===== config.mk =====
export PLATFORM = sky130hd
export DESIGN_NAME = udp_header_checksum_check_unit
export DESIGN_NICKNAME = d
export VERILOG_FILES = /design/src/hw/rtl/udpcsc_pkg.sv /design/src/hw/rtl/udpcsc_pseudo.sv /design/src/hw/rtl/udpcsc_parse.sv /design/src/hw/rtl/udpcsc_verdict.sv /design/src/hw/rtl/udp_header_checksum_check_unit.sv
export SDC_FILE = /design/constraint.sdc
export NUM_CORES = 1
export LEC_CHECK = 0
export ABC_AREA = 1
export BUFFER_PORTS_ARGS = -buffer_cell sky130_fd_sc_hd__buf_2
export CORE_UTILIZATION = 57
export CTS_CLUSTER_DIAMETER = 80
export CTS_CLUSTER_SIZE = 12
export DETAILED_ROUTE_END_ITERATION = 10
export HOLD_SLACK_MARGIN = 0.06
export PLACE_DENSITY = 0.75
export SKIP_LAST_GASP = 1
export SLEW_MARGIN = 10
export SYNTH_ARGS = -nofsm -noshare
export SYNTH_HDL_FRONTEND = slang
export SYNTH_HIERARCHICAL = 1
export SYNTH_SLANG_ARGS = --single-unit

===== constraint.sdc =====
create_clock -name clk_i -period 6.5 [get_ports clk_i]
set_clock_uncertainty 0.2 [all_clocks]
set_input_delay 0 -clock clk_i [delete_from_list [all_inputs] [get_ports clk_i]]
set_output_delay 0 -clock clk_i [all_outputs]
set_load 0.02 [all_outputs]

===== src/hw/rtl/udpcsc_pkg.sv =====
// Shared types and constants for the UDP header checksum check unit.
// Used by every module of the block; depends on nothing.
`default_nettype none

package udpcsc_pkg;

  // Fixed protocol constants.
  localparam logic [15:0] UDP_PROTO   = 16'd17;
  localparam logic [15:0] UDP_HDR_LEN = 16'd8;
  localparam logic [15:0] DNS_PORT    = 16'd53;
  localparam logic [15:0] POS_MAX     = 16'hFFFF;

  // Widths of the running sums.
  localparam int unsigned ACC_W   = 17;  // data sum, end-around carry kept one bit wide
  localparam int unsigned PSUM_W  = 19;  // raw pseudo-header sum of five 16-bit words
  localparam int unsigned TOTAL_W = 20;  // data sum plus pseudo-header plus length

  localparam logic [ACC_W-1:0] SUM_ALL_ONES = 17'h0FFFF;

  // Result status codes.
  typedef enum logic [1:0] {
    ST_OK       = 2'd0,
    ST_TRUNC    = 2'd1,
    ST_BAD_LEN  = 2'd2,
    ST_CSUM_ERR = 2'd3
  } status_e;

  // One finished segment as it leaves the parser, before the checksum verdict.
  typedef struct packed {
    logic [15:0]      src_port;
    logic [15:0]      dst_port;
    logic [15:0]      udp_len;
    status_e          pre_status;  // truncated or bad length, else ok
    logic             ck_zero;     // checksum field was zero: skip the check
    logic [ACC_W-1:0] acc;         // data sum, congruent modulo 0xFFFF
  } res_t;

endpackage

`default_nettype wire


===== src/hw/rtl/udpcsc_pseudo.sv =====
// Pseudo-header sum: holds the IPv4 addresses of the current segment and
// sums their halves with the protocol number. Depends on udpcsc_pkg.
`default_nettype none

module udpcsc_pseudo (
  input  wire logic                           clk_i,
  input  wire logic                           rst_ni,
  input  wire logic                           capture_i,
  input  wire logic [31:0]                    src_addr_i,
  input  wire logic [31:0]                    dst_addr_i,
  output      logic [udpcsc_pkg::PSUM_W-1:0]  psum_o
);
  import udpcsc_pkg::*;

  logic [31:0]       src_addr_q;
  logic [31:0]       dst_addr_q;
  logic [PSUM_W-1:0] psum_d;
  logic [PSUM_W-1:0] psum_q;

  // Addresses are taken on the first item of a segment.
  always_ff @(posedge clk_i) begin
    if (capture_i) begin
      src_addr_q <= src_addr_i;
      dst_addr_q <= dst_addr_i;
    end
  end

  // Five-word sum, registered behind the captured addresses; it settles
  // long before a full header has arrived.
  assign psum_d = PSUM_W'(src_addr_q[31:16]) + PSUM_W'(src_addr_q[15:0])
                + PSUM_W'(dst_addr_q[31:16]) + PSUM_W'(dst_addr_q[15:0])
                + PSUM_W'(UDP_PROTO);

  always_ff @(posedge clk_i or negedge rst_ni) begin
    if (!rst_ni) begin
      psum_q <= '0;
    end else begin
      psum_q <= psum_d;
    end
  end

  assign psum_o = psum_q;

endmodule

`default_nettype wire


===== src/hw/rtl/udpcsc_parse.sv =====
// Per-byte parser: byte position, header capture, running data sum and
// the early status checks. Depends on udpcsc_pkg.
`default_nettype none

module udpcsc_parse (
  input  wire logic              clk_i,
  input  wire logic              rst_ni,
  input  wire logic              fire_i,
  input  wire logic [7:0]        data_byte_i,
  input  wire logic              last_byte_i,
  output      logic              first_o,
  output      udpcsc_pkg::res_t  res_o
);
  import udpcsc_pkg::*;

  logic [15:0]      pos_q, pos_d;
  logic [ACC_W-1:0] acc_q, acc_d;
  logic [15:0]      src_q, src_d;
  logic [15:0]      dst_q, dst_d;
  logic [15:0]      len_q, len_d;
  logic [15:0]      ck_q, ck_d;

  logic             first;
  logic             summed;
  logic [15:0]      word;
  logic [ACC_W-1:0] acc_base;
  logic [ACC_W-1:0] acc_add;
  status_e          pre_status;

  assign first = (pos_q == '0);

  // Header capture; a new segment clears the fields it has not reached yet.
  always_comb begin
    src_d = first ? '0 : src_q;
    dst_d = first ? '0 : dst_q;
    len_d = first ? '0 : len_q;
    ck_d  = first ? '0 : ck_q;
    unique case (pos_q)
      16'd0:   src_d = {data_byte_i, 8'h00};
      16'd1:   src_d = {src_q[15:8], data_byte_i};
      16'd2:   dst_d = {data_byte_i, 8'h00};
      16'd3:   dst_d = {dst_q[15:8], data_byte_i};
      16'd4:   len_d = {data_byte_i, 8'h00};
      16'd5:   len_d = {len_q[15:8], data_byte_i};
      16'd6:   ck_d  = {data_byte_i, 8'h00};
      16'd7:   ck_d  = {ck_q[15:8], data_byte_i};
      default: ;
    endcase
  end

  // Running sum over header and the first udp_len bytes. The carry out of
  // bit 15 is fed back on the next add, so the sum stays 17 bits wide.
  assign summed   = (pos_q < 16'd6) || (pos_q < len_q);
  assign word     = pos_q[0] ? {8'h00, data_byte_i} : {data_byte_i, 8'h00};
  assign acc_base = first ? '0 : acc_q;
  assign acc_add  = ACC_W'(acc_base[15:0]) + ACC_W'(acc_base[ACC_W-1]) + ACC_W'(word);
  assign acc_d    = summed ? acc_add : acc_base;

  // Position saturates; a last item starts the next segment.
  always_comb begin
    if (last_byte_i) begin
      pos_d = '0;
    end else if (pos_q != POS_MAX) begin
      pos_d = pos_q + 16'd1;
    end else begin
      pos_d = pos_q;
    end
  end

  always_ff @(posedge clk_i or negedge rst_ni) begin
    if (!rst_ni) begin
      pos_q <= '0;
      acc_q <= '0;
      src_q <= '0;
      dst_q <= '0;
      len_q <= '0;
      ck_q  <= '0;
    end else if (fire_i) begin
      pos_q <= pos_d;
      acc_q <= last_byte_i ? '0 : acc_d;
      src_q <= src_d;
      dst_q <= dst_d;
      len_q <= len_d;
      ck_q  <= ck_d;
    end
  end

  // Checks that do not need the final sum.
  always_comb begin
    if (pos_q < 16'd7) begin
      pre_status = ST_TRUNC;
    end else if ((len_d < UDP_HDR_LEN) || ({1'b0, len_d} > ({1'b0, pos_q} + 17'd1))) begin
      pre_status = ST_BAD_LEN;
    end else begin
      pre_status = ST_OK;
    end
  end

  assign first_o          = first;
  assign res_o.src_port   = src_d;
  assign res_o.dst_port   = dst_d;
  assign res_o.udp_len    = len_d;
  assign res_o.pre_status = pre_status;
  assign res_o.ck_zero    = (ck_d == '0);
  assign res_o.acc        = acc_d;

  // A last item always leaves the parser at the start of a segment.
  assert property (@(posedge clk_i) disable iff (!rst_ni)
    fire_i && last_byte_i |=> pos_q == '0)
    else $error("position not cleared after a last item");

  // The position holds at its ceiling instead of wrapping.
  assert property (@(posedge clk_i) disable iff (!rst_ni)
    fire_i && !last_byte_i && pos_q == POS_MAX |=> pos_q == POS_MAX)
    else $error("byte position wrapped");

endmodule

`default_nettype wire


===== src/hw/rtl/udpcsc_verdict.sv =====
// Result stage and output register: adds the pseudo-header and length to
// the data sum and settles the final status. Depends on udpcsc_pkg.
`default_nettype none

module udpcsc_verdict (
  input  wire logic                           clk_i,
  input  wire logic                           rst_ni,
  input  wire logic                           res_valid_i,
  input  wire udpcsc_pkg::res_t               res_i,
  input  wire logic [udpcsc_pkg::PSUM_W-1:0]  psum_i,
  output      logic                           res_ready_o,
  output      logic                           valid_o,
  input  wire logic                           stall_i,
  output      logic [15:0]                    src_port_o,
  output      logic [15:0]                    dst_port_o,
  output      logic [15:0]                    udp_len_o,
  output      logic [1:0]                     status_o,
  output      logic                           is_dns_o
);
  import udpcsc_pkg::*;

  logic              b_valid_q;
  res_t              b_res_q;
  logic [PSUM_W-1:0] b_psum_q;

  logic              out_valid_q;
  logic [15:0]       src_port_q;
  logic [15:0]       dst_port_q;
  logic [15:0]       udp_len_q;
  status_e           status_q;
  logic              is_dns_q;

  logic              out_ready;
  logic [TOTAL_W-1:0] total;
  logic [ACC_W-1:0]   fold;
  logic               sum_ok;
  status_e            status_d;

  assign out_ready   = !out_valid_q || !stall_i;
  assign res_ready_o = !b_valid_q || out_ready;

  // Result stage: one finished segment waiting for the sum check.
  always_ff @(posedge clk_i or negedge rst_ni) begin
    if (!rst_ni) begin
      b_valid_q <= 1'b0;
    end else if (res_valid_i) begin
      b_valid_q <= 1'b1;
    end else if (out_ready) begin
      b_valid_q <= 1'b0;
    end
  end

  always_ff @(posedge clk_i) begin
    if (res_valid_i) begin
      b_res_q  <= res_i;
      b_psum_q <= psum_i;
    end
  end

  // The sum is ok when the total is a nonzero multiple of 0xFFFF; the
  // protocol word keeps the total nonzero, so one fold decides it.
  assign total  = TOTAL_W'(b_res_q.acc) + TOTAL_W'(b_psum_q) + TOTAL_W'(b_res_q.udp_len);
  assign fold   = ACC_W'(total[15:0]) + ACC_W'(total[TOTAL_W-1:16]);
  assign sum_ok = (fold == SUM_ALL_ONES);

  always_comb begin
    if (b_res_q.pre_status != ST_OK) begin
      status_d = b_res_q.pre_status;
    end else if (!b_res_q.ck_zero && !sum_ok) begin
      status_d = ST_CSUM_ERR;
    end else begin
      status_d = ST_OK;
    end
  end

  // Output register.
  always_ff @(posedge clk_i or negedge rst_ni) begin
    if (!rst_ni) begin
      out_valid_q <= 1'b0;
    end else if (out_ready) begin
      out_valid_q <= b_valid_q;
    end
  end

  always_ff @(posedge clk_i) begin
    if (out_ready && b_valid_q) begin
      src_port_q <= b_res_q.src_port;
      dst_port_q <= b_res_q.dst_port;
      udp_len_q  <= b_res_q.udp_len;
      status_q   <= status_d;
      is_dns_q   <= (status_d == ST_OK) && (b_res_q.dst_port == DNS_PORT);
    end
  end

  assign valid_o    = out_valid_q;
  assign src_port_o = src_port_q;
  assign dst_port_o = dst_port_q;
  assign udp_len_o  = udp_len_q;
  assign status_o   = status_q;
  assign is_dns_o   = is_dns_q;

  // The result stage is never written while it still holds an item.
  assert property (@(posedge clk_i) disable iff (!rst_ni)
    res_valid_i |-> res_ready_o)
    else $error("result stage overwritten");

  // A DNS mark only goes with a clean result to port 53.
  assert property (@(posedge clk_i) disable iff (!rst_ni)
    valid_o && is_dns_o |-> status_o == ST_OK && dst_port_o == DNS_PORT)
    else $error("DNS mark on a bad or foreign result");

endmodule

`default_nettype wire


===== src/hw/rtl/udp_header_checksum_check_unit.sv =====
// Top level of the UDP header checksum check unit: input register and
// handshake, with udpcsc_parse, udpcsc_pseudo and udpcsc_verdict below.
// Depends on udpcsc_pkg.
//
//   Channel  Direction  Handshake          Fields
//   in       sink       valid_i, stall_o   data_byte_i, last_byte_i, src_addr_i, dst_addr_i
//   out      source     valid_o, stall_i   src_port_o, dst_port_o, udp_len_o, status_o, is_dns_o
//
// One byte is taken per cycle unless stall_o holds a last byte back. A result
// passes through the input register, result stage and output register.
// Reset clears all valid flags, the byte position and the running sum.
// A stall on the output fills the result stage, then holds a last byte in
// the input register; bytes that are not last keep flowing meanwhile.
`default_nettype none

module udp_header_checksum_check_unit (
  input  wire logic        clk_i,
  input  wire logic        rst_ni,
  input  wire logic        valid_i,
  output      logic        stall_o,
  input  wire logic [7:0]  data_byte_i,
  input  wire logic        last_byte_i,
  input  wire logic [31:0] src_addr_i,
  input  wire logic [31:0] dst_addr_i,
  output      logic        valid_o,
  input  wire logic        stall_i,
  output      logic [15:0] src_port_o,
  output      logic [15:0] dst_port_o,
  output      logic [15:0] udp_len_o,
  output      logic [1:0]  status_o,
  output      logic        is_dns_o
);
  import udpcsc_pkg::*;

  logic              in_valid_q;
  logic [7:0]        byte_q;
  logic              last_q;
  logic [31:0]       src_addr_q;
  logic [31:0]       dst_addr_q;

  logic              in_free;
  logic              fire;
  logic              res_ready;
  logic              first;
  res_t              res;
  logic [PSUM_W-1:0] psum;

  // A byte leaves the input register at once, unless it ends a segment and
  // the result stage is still occupied.
  assign fire    = in_valid_q && (!last_q || res_ready);
  assign in_free = !in_valid_q || fire;
  assign stall_o = !in_free;

  always_ff @(posedge clk_i or negedge rst_ni) begin
    if (!rst_ni) begin
      in_valid_q <= 1'b0;
    end else if (in_free) begin
      in_valid_q <= valid_i;
    end
  end

  always_ff @(posedge clk_i) begin
    if (in_free && valid_i) begin
      byte_q     <= data_byte_i;
      last_q     <= last_byte_i;
      src_addr_q <= src_addr_i;
      dst_addr_q <= dst_addr_i;
    end
  end

  udpcsc_parse u_parse (
    .clk_i       (clk_i),
    .rst_ni      (rst_ni),
    .fire_i      (fire),
    .data_byte_i (byte_q),
    .last_byte_i (last_q),
    .first_o     (first),
    .res_o       (res)
  );

  udpcsc_pseudo u_pseudo (
    .clk_i      (clk_i),
    .rst_ni     (rst_ni),
    .capture_i  (fire && first),
    .src_addr_i (src_addr_q),
    .dst_addr_i (dst_addr_q),
    .psum_o     (psum)
  );

  udpcsc_verdict u_verdict (
    .clk_i       (clk_i),
    .rst_ni      (rst_ni),
    .res_valid_i (fire && last_q),
    .res_i       (res),
    .psum_i      (psum),
    .res_ready_o (res_ready),
    .valid_o     (valid_o),
    .stall_i     (stall_i),
    .src_port_o  (src_port_o),
    .dst_port_o  (dst_port_o),
    .udp_len_o   (udp_len_o),
    .status_o    (status_o),
    .is_dns_o    (is_dns_o)
  );

  // Only a last byte can ever be held back in the input register.
  assert property (@(posedge clk_i) disable iff (!rst_ni)
    in_valid_q && !last_q |-> !stall_o)
    else $error("byte that is not last was held");

  // A held item was refused because the result stage was full.
  assert property (@(posedge clk_i) disable iff (!rst_ni)
    stall_o |-> in_valid_q && last_q && !res_ready)
    else $error("input stalled without cause");

endmodule

`default_nettype wire


==> results of run 1 <==
-- metal layers --
metal / GRT usage / vias to the layer above
met3: 0.0465 / 127
met4: 0.107 / 0
met5: 0 / -
li1: - / 7035
met1: 0.380 / 6997
met2: 0.472 / 598
-- what timing repair did --
item / in CTS / in global routing
setup buffers: 0 / 0
setup endpoints to repair: 0 / 0
endpoints found under the hold margin: 131 / 0
hold buffers: 154 / 0
-- final timing paths --
kind                                                  from                               end  slack, ns  cells past startpoint
max                        u_verdict/b_res_q[21]$_DFFE_PP_   u_verdict/status_o[1]$_DFFE_PP_       1.66                     27
min                          u_pseudo/psum_o[15]$_DFF_PN0_  u_verdict/b_psum_q[15]$_DFFE_PP_       0.22                      0
max reg2reg                u_verdict/b_res_q[21]$_DFFE_PP_   u_verdict/status_o[1]$_DFFE_PP_       1.66                     27
min reg2reg                  u_pseudo/psum_o[15]$_DFF_PN0_  u_verdict/b_psum_q[15]$_DFFE_PP_       0.22                      0
max in group asynchronous                           rst_ni     u_parse/src_q[11]$_DFFE_PN0P_       4.88                      4
min in group asynchronous                           rst_ni      u_parse/ck_q[11]$_DFFE_PN0P_       0.36                      4
-- state kept, by name, indices dropped and copies added, names as in the netlist, 17 cells and up --
| name | flops |
|---|---|
| src_addr_q | 32 |
| u_pseudo/dst_addr_q | 32 |
| u_verdict/b_res_q | 68 |
| dst_addr_q | 32 |
| u_pseudo/src_addr_q | 32 |
| u_pseudo/psum_o | 19 |
| u_parse/acc_q | 17 |
| u_verdict/b_psum_q | 19 |
-- final cells by class --
type / instances / area [um^2]
inverters: 345 / 1300
clock inverters: 6 / 46.3
flip-flops and latches: 394 / 11200
clock buffers: 59 / 1050
well taps: 455 / 569
fillers: 2560 / 10700
multi-input cells: 1194 / 7360
repair buffers: 293 / 2280
-- cell usage in the layout (no fill, tap or decap), types with 51 or more instances in the layout --
cell type,count
nand2_1,481
inv_1,332
edfxtp_1,275
dlygate4sd3_1,153
buf_2,128
dfrtp_1,119
nor2_1,110
ha_1,106
nand3_1,93
o21ai_0,90
a21oi_1,64
fa_1,51
-- cell families (layout without fill, tap and decap cells) --
logic type | Yosys count | after routing | synth area share
adders and majority gates | 157 | 157 | 0.117
DFF | 394 | 394 | 0.561
AOI/OAI and AO/OA | 231 | 231 | 0.0688
buffers and inverters | 374 | 703 | 0.0723
xor gates and xnor gates | 34 | 34 | 0.0149
and+or+nand+nor | 772 | 772 | 0.166
-- metrics by stage --
step	setup WS, ns	cells
after floorplan	2.21	1962
after global placement	1.86	2527
after detailed placement	1.76	2527
after CTS	1.68	2746
after global routing	1.19	2746
final	1.66	2746
-- worst reg2reg max path, cell delays in order (launching register included) --
cell and delay, ns:
edfxtp_1 0.43, fa_1 0.55, ha_1 0.21, inv_1 0.07, fa_1 0.40, inv_1 0.11
nand3_1 0.13, nand2_2 0.14, nand3_1 0.10, nand3_1 0.13, a21boi_2 0.07, o21ai_0 0.25
xnor2_1 0.22, fa_1 0.44, nor2_1 0.13, nand2_1 0.06, nor2_1 0.10, nand2_1 0.06
nor2_1 0.08, nand3_1 0.07, nor2_1 0.09, nand2_1 0.05, nor2_1 0.08, nand3_1 0.08
nor2_1 0.09, nand2_1 0.10, nand2_1 0.10, nand2_1 0.07
-- where the power goes --
group          internal, mW  switching, mW  total, mW  leakage [nW]
registers              3.09          0.137       3.23          4.20
clock network          1.12          0.941       2.06         0.530
logic                  1.12           2.15       3.27          6.15
total                  5.33           3.22       8.56          10.9
==> key figures, run 1 <==
Die
  – I/O pins: between 100 and 150
  – Initial Util: 0.580
  – Die height: between 150 and 200 um
  – CORE AREA: approximately 35000 um^2
  – FP Rows: 68
  – Die width: roughly 190 um
  – Die area: 35900 um^2

Synthesis
  – Count leader, synth: nand2_1
  – Synth Flop Type: edfxtp_1
  – Ys Warns: 6
  – Mapped Avg Cell Area: ~10 um^2
  – Top post-synthesis cells by area: edfxtp_1 41%, dfrtp_1 15%, nand2_1 9.0%, ha_1 6.6%, inv_1 6.3%
  – Synth area leader: edfxtp_1
  – Yosys top cell area share: 0.412
  – Post-Synthesis Cell Area: ~20000 um^2
  – EDFF count, synth: 275
  – #FFs+latches synth: 394
  – Synth cell count leaders: 481 x nand2_1, 335 x inv_1, 275 x edfxtp_1
  – Library cells used by synthesis: 47
  – Syn_nets: 2196
  – Gate count of the mapped netlist: approximately 2000
  – Sequential cell area fraction in the yosys report: 0.561
  – FFs w/ async S/R, synth: 0.302

STA
  – Final hold vios: 0
  – Hold WS: roughly 0.22 ns
  – Fmax achieved: 206 MHz
  – Fin crit period: 4.84 ns
  – RSZ-0062 raised after global routing: no
  – Worst Tran Pin Value: 1.00 ns
  – Tcrit/Tclk final: 0.745
  – Final Max Tran Viols: 0
  – # setup viols final: 0
  – Max-slew headroom: 0.332
  – Setup tns final: 0 ns

CTS
  – Htree depth: 2
  – Resize count post-CTS: 0
  – CTS clk-pin slew, worst paths: 0.06 ns
  – Clk_lat worst skew: 0.54 ns
  – Root Buffer: clkbuf_16
  – TritonCTS clock tree: done
  – CTS sink cnt: 394
  – Maximum clock insertion buffer count: 3
  – Total CTS buffers: 39

Layout
  – Layout cells sized above 1: 0.110
  – Final nets: 2501
  – Layout area overhead: 19.0%
  – Core Util, Final: 0.690
  – Diode count: 0
  – Final instance area: 23800 um^2

Setup path
  – Worst stage delay on the critical path: 0.55 ns
  – Worst EP arrival: 4.92 ns
  – Crit end category: flop
  – WP buf/inv: 2
  – Crit path max fanout: 4
  – CP Class: flop to flop
  – Worst Path Required: between 6 and 7 ns
  – Startpoint type of the worst setup path: flop
  – CP delay by family, top: simple AND/OR/NAND/NOR gates
  – Worst path slowest cell: fa_1

Pwr
  – Pleak: 10.9 nW
  – Max VDD drop: 0.291 mV
  – Tot Pwr: 8.56 mW
  – Pwr/cell area: 359 nW/um^2

Placement
  – Number of I/O port buffers: 129
  – GPL Wtd Cong: 0.938
  – HPWL Detailed: roughly 33 mm
  – DP Area: between 20000 and 25000 um^2

Drt
  – WL met2: between 20 and 25 mm
  – Wire per inst: 18.2 um
  – Starting DRT DRC Count: 1355
  – Final antenna-violating net count: 0
  – DRC Markers: 0
  – Wl on met1: 21.1 mm
  – DR WL met3: 3.33 mm
  – Via count: 14800
  – Top Metal Used: met4
  – Routed WL: approximately 50 mm
  – Vias per cell: 5.37
  – First-pass detailed-route iteration total: 6

GRT
  – Vias in the first global route: 14400
  – Largest net degree at the start of global routing: between 80 and 90
  – First-pass GRT wire length: 77.8 mm
  – Overflow after GRT: 0
  – Initial antenna violation count: 2
  – Global-route usage over all layers: 0.285

Outcome
  – Outcome: completed

Worst hold path
  – Tightest Hold Check Type: flop to flop

Run
  – Number of max-cap violations: 0
(Power assumes the default switching activity.)
==> inputs of run 2 (changes only) <==
Clock period 6.5 ns to 4.99 ns, I/O delays scaled along.
==> run 2 against run 1 <==
Flip-flop and latch count unchanged. Sequential share of layout area is 0.17 points lower. Core utilization up 0.25 points. Critical path type unchanged. Worst setup slack got worse by 1.3 ns. Clock power increased by 31%. Register-to-register slack lost 1.3 ns. Routed wire length is 2.8% higher. Via count increased by 1.1%. First-iteration DRC count grew 12%. Non-clock buffer count is 8 higher. Largest power group unchanged.
==> key figures, run 2 (synthesis results as in run 1) <==
Die
  – Die width: approximately 190 um
  – FP Rows: around 70
  – Die area: 35900 um^2
  – Initial Util: 0.580
  – CORE AREA: between 30000 and 40000 um^2
  – I/O pins: 130
  – Die height: 189 um

Pwr
  – Pwr/cell area: 470 nW/um^2
  – Tot Pwr: 11.2 mW
  – Pleak: 10.9 nW
  – Max VDD drop: 0.371 mV

Layout
  – Multi-input logic area: about 7400 um^2
  – Highest-count cells in the layout ignoring fill and taps: 481 x nand2_1, 332 x inv_1, 275 x edfxtp_1
  – Register area: 11200 um^2
  – Most common cell after layout, fill and taps aside: nand2_1
  – Layout cells sized above 1: 0.116
  – Diode count: 0
  – Layout area overhead: 19.5%
  – Final nets: 2509
  – Max reg flops: 68
  – Most flops, register: u_verdict/b_res_q
  – Filler cell count: between 2000 and 3000

STA
  – RSZ-0062 raised after global routing: no
  – Fin crit period: 4.64 ns
  – Fmax achieved: 216 MHz
  – Final Max Tran Viols: 0
  – # setup viols final: 0
  – Setup tns final: 0 ns
  – Final hold vios: 0
  – Max-slew headroom: 0.386
  – Tcrit/Tclk final: 0.930
  – Hold WS: around 0.22 ns
  – Worst Tran Pin Value: 0.921 ns

Setup path
  – Worst Setup EP: u_verdict/status_o[0]$_DFFE_PP_
  – Worst R2R Path Depth: 27
  – FF-to-FF End: u_verdict/status_o[0]$_DFFE_PP_
  – Reg2reg setup slack: 0.35 ns
  – Worst Path Required: 5.09 ns
  – Crit path max fanout: 7
  – Crit end category: flop
  – CP Class: flop to flop
  – Startpoint type of the worst setup path: flop
  – Worst EP arrival: between 4 and 5 ns
  – Reg2reg start: u_verdict/b_res_q[4]$_DFFE_PP_
  – Worst setup path startpoint: u_verdict/b_res_q[4]$_DFFE_PP_

GRT
  – Overflow after GRT: 0
  – Global-route usage over all layers: 0.295
  – First-pass GRT wire length: 80.4 mm
  – Largest net degree at the start of global routing: 87
  – Initial antenna violation count: 2
  – Vias in the first global route: 14800

CTS
  – TritonCTS clock tree: done
  – CTS sink cnt: 394
  – Maximum clock insertion buffer count: 3
  – Clk_lat worst skew: 0.56 ns
  – Total CTS buffers: 39
  – CTS clk-pin slew, worst paths: ~0.06 ns
  – Htree depth: 2
  – Root Buffer: clkbuf_16

Worst hold path
  – Worst hold start: dst_addr_q[28]$_DFFE_PP_
  – Tightest Hold Check Type: flop to flop

Drt
  – Wire per inst: about 19 um
  – Final antenna-violating net count: 0
  – Routed WL: 51.5 mm
  – First-pass detailed-route iteration total: 6
  – Vias per cell: roughly 5.4
  – Via count: around 15000
  – Starting DRT DRC Count: 1523
  – DRC Markers: 0

Run
  – Number of max-cap violations: 0

Placement
  – GPL Wtd Cong: 0.896
  – HPWL Detailed: ~34 mm
  – Number of I/O port buffers: 129

Outcome
  – Outcome: completed
==> run 2: changes by cell type in the layout (fill, tap and decap cells not counted), moves of 2 or more <==
cell and delta:
buf_4 +8, ha_1 -3, ha_2 +3, clkbuf_1 +2
==> run 2: how the worst min path moves through the flow <==
| stage | slack (ns) | to | cells past startpoint |
|---|---|---|---|
| floorplan | -0.50 | in_valid_q$_DFFE_PN0P_ | 0 |
| global placement | -0.24 | u_parse/ck_q[2]$_DFFE_PN0P_ | 1 |
| detailed placement | -0.23 | u_parse/ck_q[2]$_DFFE_PN0P_ | 1 |
| CTS | 0.21 | u_pseudo/dst_addr_q[12]$_DFFE_PP_ | 0 |
| global route | 0.22 | u_pseudo/dst_addr_q[14]$_DFFE_PP_ | 0 |
| finish | 0.22 | u_pseudo/dst_addr_q[28]$_DFFE_PP_ | 0 |
==> run 2: power by group <==
part / leakage, nW / internal (mW) / total, mW / switching (mW)
Sequential: 4.20 / 4.03 / 4.22 / 0.187
Combinational: 6.19 / 1.48 / 4.34 / 2.85
Clock: 0.526 / 1.46 / 2.69 / 1.23
==> run 2: cell type report <==
class                   count  share of cell area
flip-flops and latches    394               0.470
clock inverters             6             0.00193
repair buffers            301              0.0976
clock buffers              61              0.0442
multi-input cells        1194               0.309
inverters                 345              0.0543
well taps                 455              0.0238
==> run 2: per-layer routing <==
metal | track usage | vias to the layer above | wire length [um]
met2 | 0.492 | 584 | 25000
met5 | 0 | - | 0
met3 | 0.0421 | 104 | 3470
met4 | 0.0912 | 0 | 1360
li1 | - | 7051 | -
met1 | 0.402 | 7177 | 21700
==> run 2: timing repair <==
item | 4_1_cts | 5_1_grt
buffers inserted | 0 | 1
hold buffers | 154 | 0
endpoints found under the hold margin | 236 | 0
gates resized for setup | 0 | 8
setup endpoints to repair | 0 | 3
==> run 2: worst max-delay path: stages (launching register included) <==
cell      delay, ns
edfxtp_1       0.40
fa_1           0.58
ha_2           0.32
nand2_1        0.15
inv_1          0.05
nand2_1        0.11
nand3_2        0.14
nand2_1        0.12
nand2_1        0.08
a21boi_2       0.18
xor2_1         0.18
ha_1           0.19
inv_1          0.06
fa_1           0.43
nor2_1         0.14
nand2_1        0.06
nor2_1         0.09
nand2_1        0.05
nor2_1         0.09
nand3_1        0.07
nor2_1         0.09
nand2_1        0.05
nor2_1         0.08
nand3_1        0.08
nor2_1         0.09
nand2_1        0.11
nand2_1        0.11
nand2_1        0.07
==> run 2: per-stage QoR <==
stage | instances | setup WS, ns | instance area [um^2] | util
after CTS | 2755 | 0.199 | 23900 | 0.692
after detailed placement | 2534 | 0.233 | 21200 | 0.615
final | 2756 | 0.351 | 23900 | 0.693
after global routing | 2756 | 0.00676 | 23900 | 0.693
after global placement | 2534 | 0.357 | 21200 | 0.615
after floorplan | 1962 | 0.699 | 20000 | -
==> inputs of run 3 (changes only) <==
Settings changed: CORE_UTILIZATION 57 to 50, CTS_CLUSTER_DIAMETER 80 to 40, PLACE_DENSITY 0.75 to 0.67.
==> run 3 against run 2 <==
Clock power is 44% higher. Worst hold slack got worse by 0.0064 ns. Sequential share of layout area fell by 1.5 points. Fmax grew 1.1%. Via count decreased by 2.0%. Non-clock buffer count down 5. Flip-flop and latch count is the same. Critical path depth is the same. Highest routed layer unchanged.
==> key figures, run 3 (synthesis results as in run 1) <==
Die
  – Initial Util: 0.512
  – Die area: 40900 um^2
  – FP Rows: 72
  – Die width: around 200 um
  – I/O pins: 130
  – Die height: slightly above 200 um
  – CORE AREA: 39100 um^2

Pwr
  – Sw frac: 0.361
  – Clock network power share: 0.315
  – Tot Pwr: 12.3 mW
  – P_int: roughly 7.9 mW
  – Gate power share: 0.342
  – Pwr/cell area: 498 nW/um^2
  – Max VDD drop: 0.357 mV
  – Pleak: around 11 nW
  – Psw: between 4 and 5 mW
  – Seq pwr share: 0.343

Setup path
  – Worst setup path startpoint: u_verdict/b_res_q[1]$_DFFE_PP_
  – Crit path max fanout: 4
  – Reg2reg start: u_verdict/b_res_q[1]$_DFFE_PP_
  – Worst EP arrival: between 4 and 5 ns
  – CP Class: flop to flop
  – Crit end category: flop
  – Worst Path Required: 5.13 ns
  – Startpoint type of the worst setup path: flop

GRT
  – Vias in the first global route: 14700
  – Largest net degree at the start of global routing: 87
  – Overflow after GRT: 0
  – Initial antenna violation count: 0
  – Global-route usage over all layers: 0.250
  – First-pass GRT wire length: 78.8 mm

Drt
  – Wire per inst: 17.5 um
  – DRC Markers: 0
  – Starting DRT DRC Count: 1228
  – Via count: ~15000
  – Final antenna-violating net count: 0
  – First-pass detailed-route iteration total: 6
  – Routed WL: 49.9 mm
  – Vias per cell: 5.14

Layout
  – Most flops, register: u_verdict/b_res_q
  – Layout cells sized above 1: 0.132
  – Final nets: roughly 2500
  – Highest-count cells in the layout ignoring fill and taps: 479 x nand2_1, 332 x inv_1, 275 x edfxtp_1
  – Most common cell after layout, fill and taps aside: nand2_1
  – Diode count: 0
  – Layout area overhead: 23.4%
  – Filler cell count: 3068
  – Max reg flops: 68

CTS
  – Maximum clock insertion buffer count: 3
  – TritonCTS clock tree: done
  – Root Buffer: clkbuf_16
  – CTS clk-pin slew, worst paths: 0.06 ns
  – Htree depth: 2
  – Total CTS buffers: 54
  – Clk_lat worst skew: 0.60 ns
  – CTS sink cnt: 394
  – Setup bufs post-CTS: 0

STA
  – # setup viols final: 0
  – Setup WS post-layout: around 0.40 ns
  – Fmax achieved: 218 MHz
  – Tcrit/Tclk final: 0.919
  – Final Max Tran Viols: 0
  – Final hold vios: 0
  – Setup tns final: 0 ns
  – Worst Tran Pin Value: ~0.98 ns
  – Fin crit period: 4.59 ns
  – Max-slew headroom: 0.348

Placement
  – GPL Wtd Cong: just over 0.9
  – Number of I/O port buffers: 129
  – HPWL Detailed: around 33 mm
  – Setup slack at placement: 0.168 ns

Worst hold path
  – Tightest Hold Check Type: flop to flop
  – Worst hold start: src_addr_q[7]$_DFFE_PP_

Run
  – Number of max-cap violations: 0

Outcome
  – Outcome: completed
-- run 3: final timing paths --
check | depth (start not counted) | slack, ns | to
setup / recovery | 27 | 0.40 | u_verdict/status_o[1]$_DFFE_PP_
max in group asynchronous | 4 | 3.49 | u_parse/src_q[12]$_DFFE_PN0P_
min in group asynchronous | 4 | 0.29 | u_parse/ck_q[5]$_DFFE_PN0P_
hold reg to reg | 0 | 0.21 | u_pseudo/src_addr_q[7]$_DFFE_PP_
hold / removal | 0 | 0.21 | u_pseudo/src_addr_q[7]$_DFFE_PP_
setup reg to reg | 27 | 0.40 | u_verdict/status_o[1]$_DFFE_PP_
-- run 3: final cells by class --
type / instances / area [um^2] / share of cell area
timing repair buffer: 296 / 2300 / 0.0932
clock buffer: 67 / 1420 / 0.0575
multi-input combinational: 1194 / 7390 / 0.299
tap: 518 / 648 / 0.0262
inverter: 345 / 1300 / 0.0525
sequential: 394 / 11200 / 0.455
clock inverter: 31 / 414 / 0.0168
-- run 3: stage by stage --
stage / hold slack, ns / instance area (um^2) / std cells / util
floorplan: -0.496 / 20000 / 1962 / -
global placement: -0.0628 / 21300 / 2593 / 0.544
detailed placement: -0.0520 / 21300 / 2593 / 0.544
CTS: 0.206 / 24700 / 2845 / 0.631
global route: 0.222 / 24700 / 2845 / 0.632
finish: 0.209 / 24700 / 2845 / 0.632
-- run 3: power groups by stage --
stage	sequential, mW	clock, mW	combinational (mW)
3_3_place_gp	4.27	0	3.91
3_5_place_dp	4.28	0	3.95
6_report	4.23	3.88	4.21
4_1_cts	4.22	3.91	4.09
2_1_floorplan	4.24	0	2.87
5_1_grt	4.26	4.09	4.76
-- run 3: repair_timing --
| action | CTS | global route |
|---|---|---|
| endpoints found under the setup margin | 0 | 3 |
| hold buffers | 154 | 0 |
| resized for setup | 0 | 12 |
| endpoints found under the hold margin | 146 | 0 |
-- run 3: metal layers --
metal  vias to the layer above  routed length (um)  global-route usage
met1                      6959               21800               0.342
met5                         -                   0                   0
met2                       478               23700               0.407
li1                       7092                   -                   -
met4                         0                1380              0.0832
met3                        93                3120              0.0424
-- run 3: critical path, cell delays in order (launching register included) --
cell and delay (ns):
edfxtp_1 0.40, fa_1 0.57, ha_2 0.20, inv_1 0.06, fa_2 0.35, inv_1 0.08, nand3_1 0.10, nand2_2 0.12
nand3_1 0.11, nand3_2 0.12, a21boi_2 0.08, o21ai_2 0.20, xnor2_2 0.10, fa_1 0.49, nor2_2 0.11, nand2_1 0.06
nor2_1 0.08, nand2_1 0.05, nor2_1 0.09, nand3_1 0.07, nor2_1 0.09, nand2_1 0.05, nor2_1 0.08, nand3_1 0.09
nor2_1 0.12, nand2_2 0.09, nand2_1 0.09, nand2_1 0.06
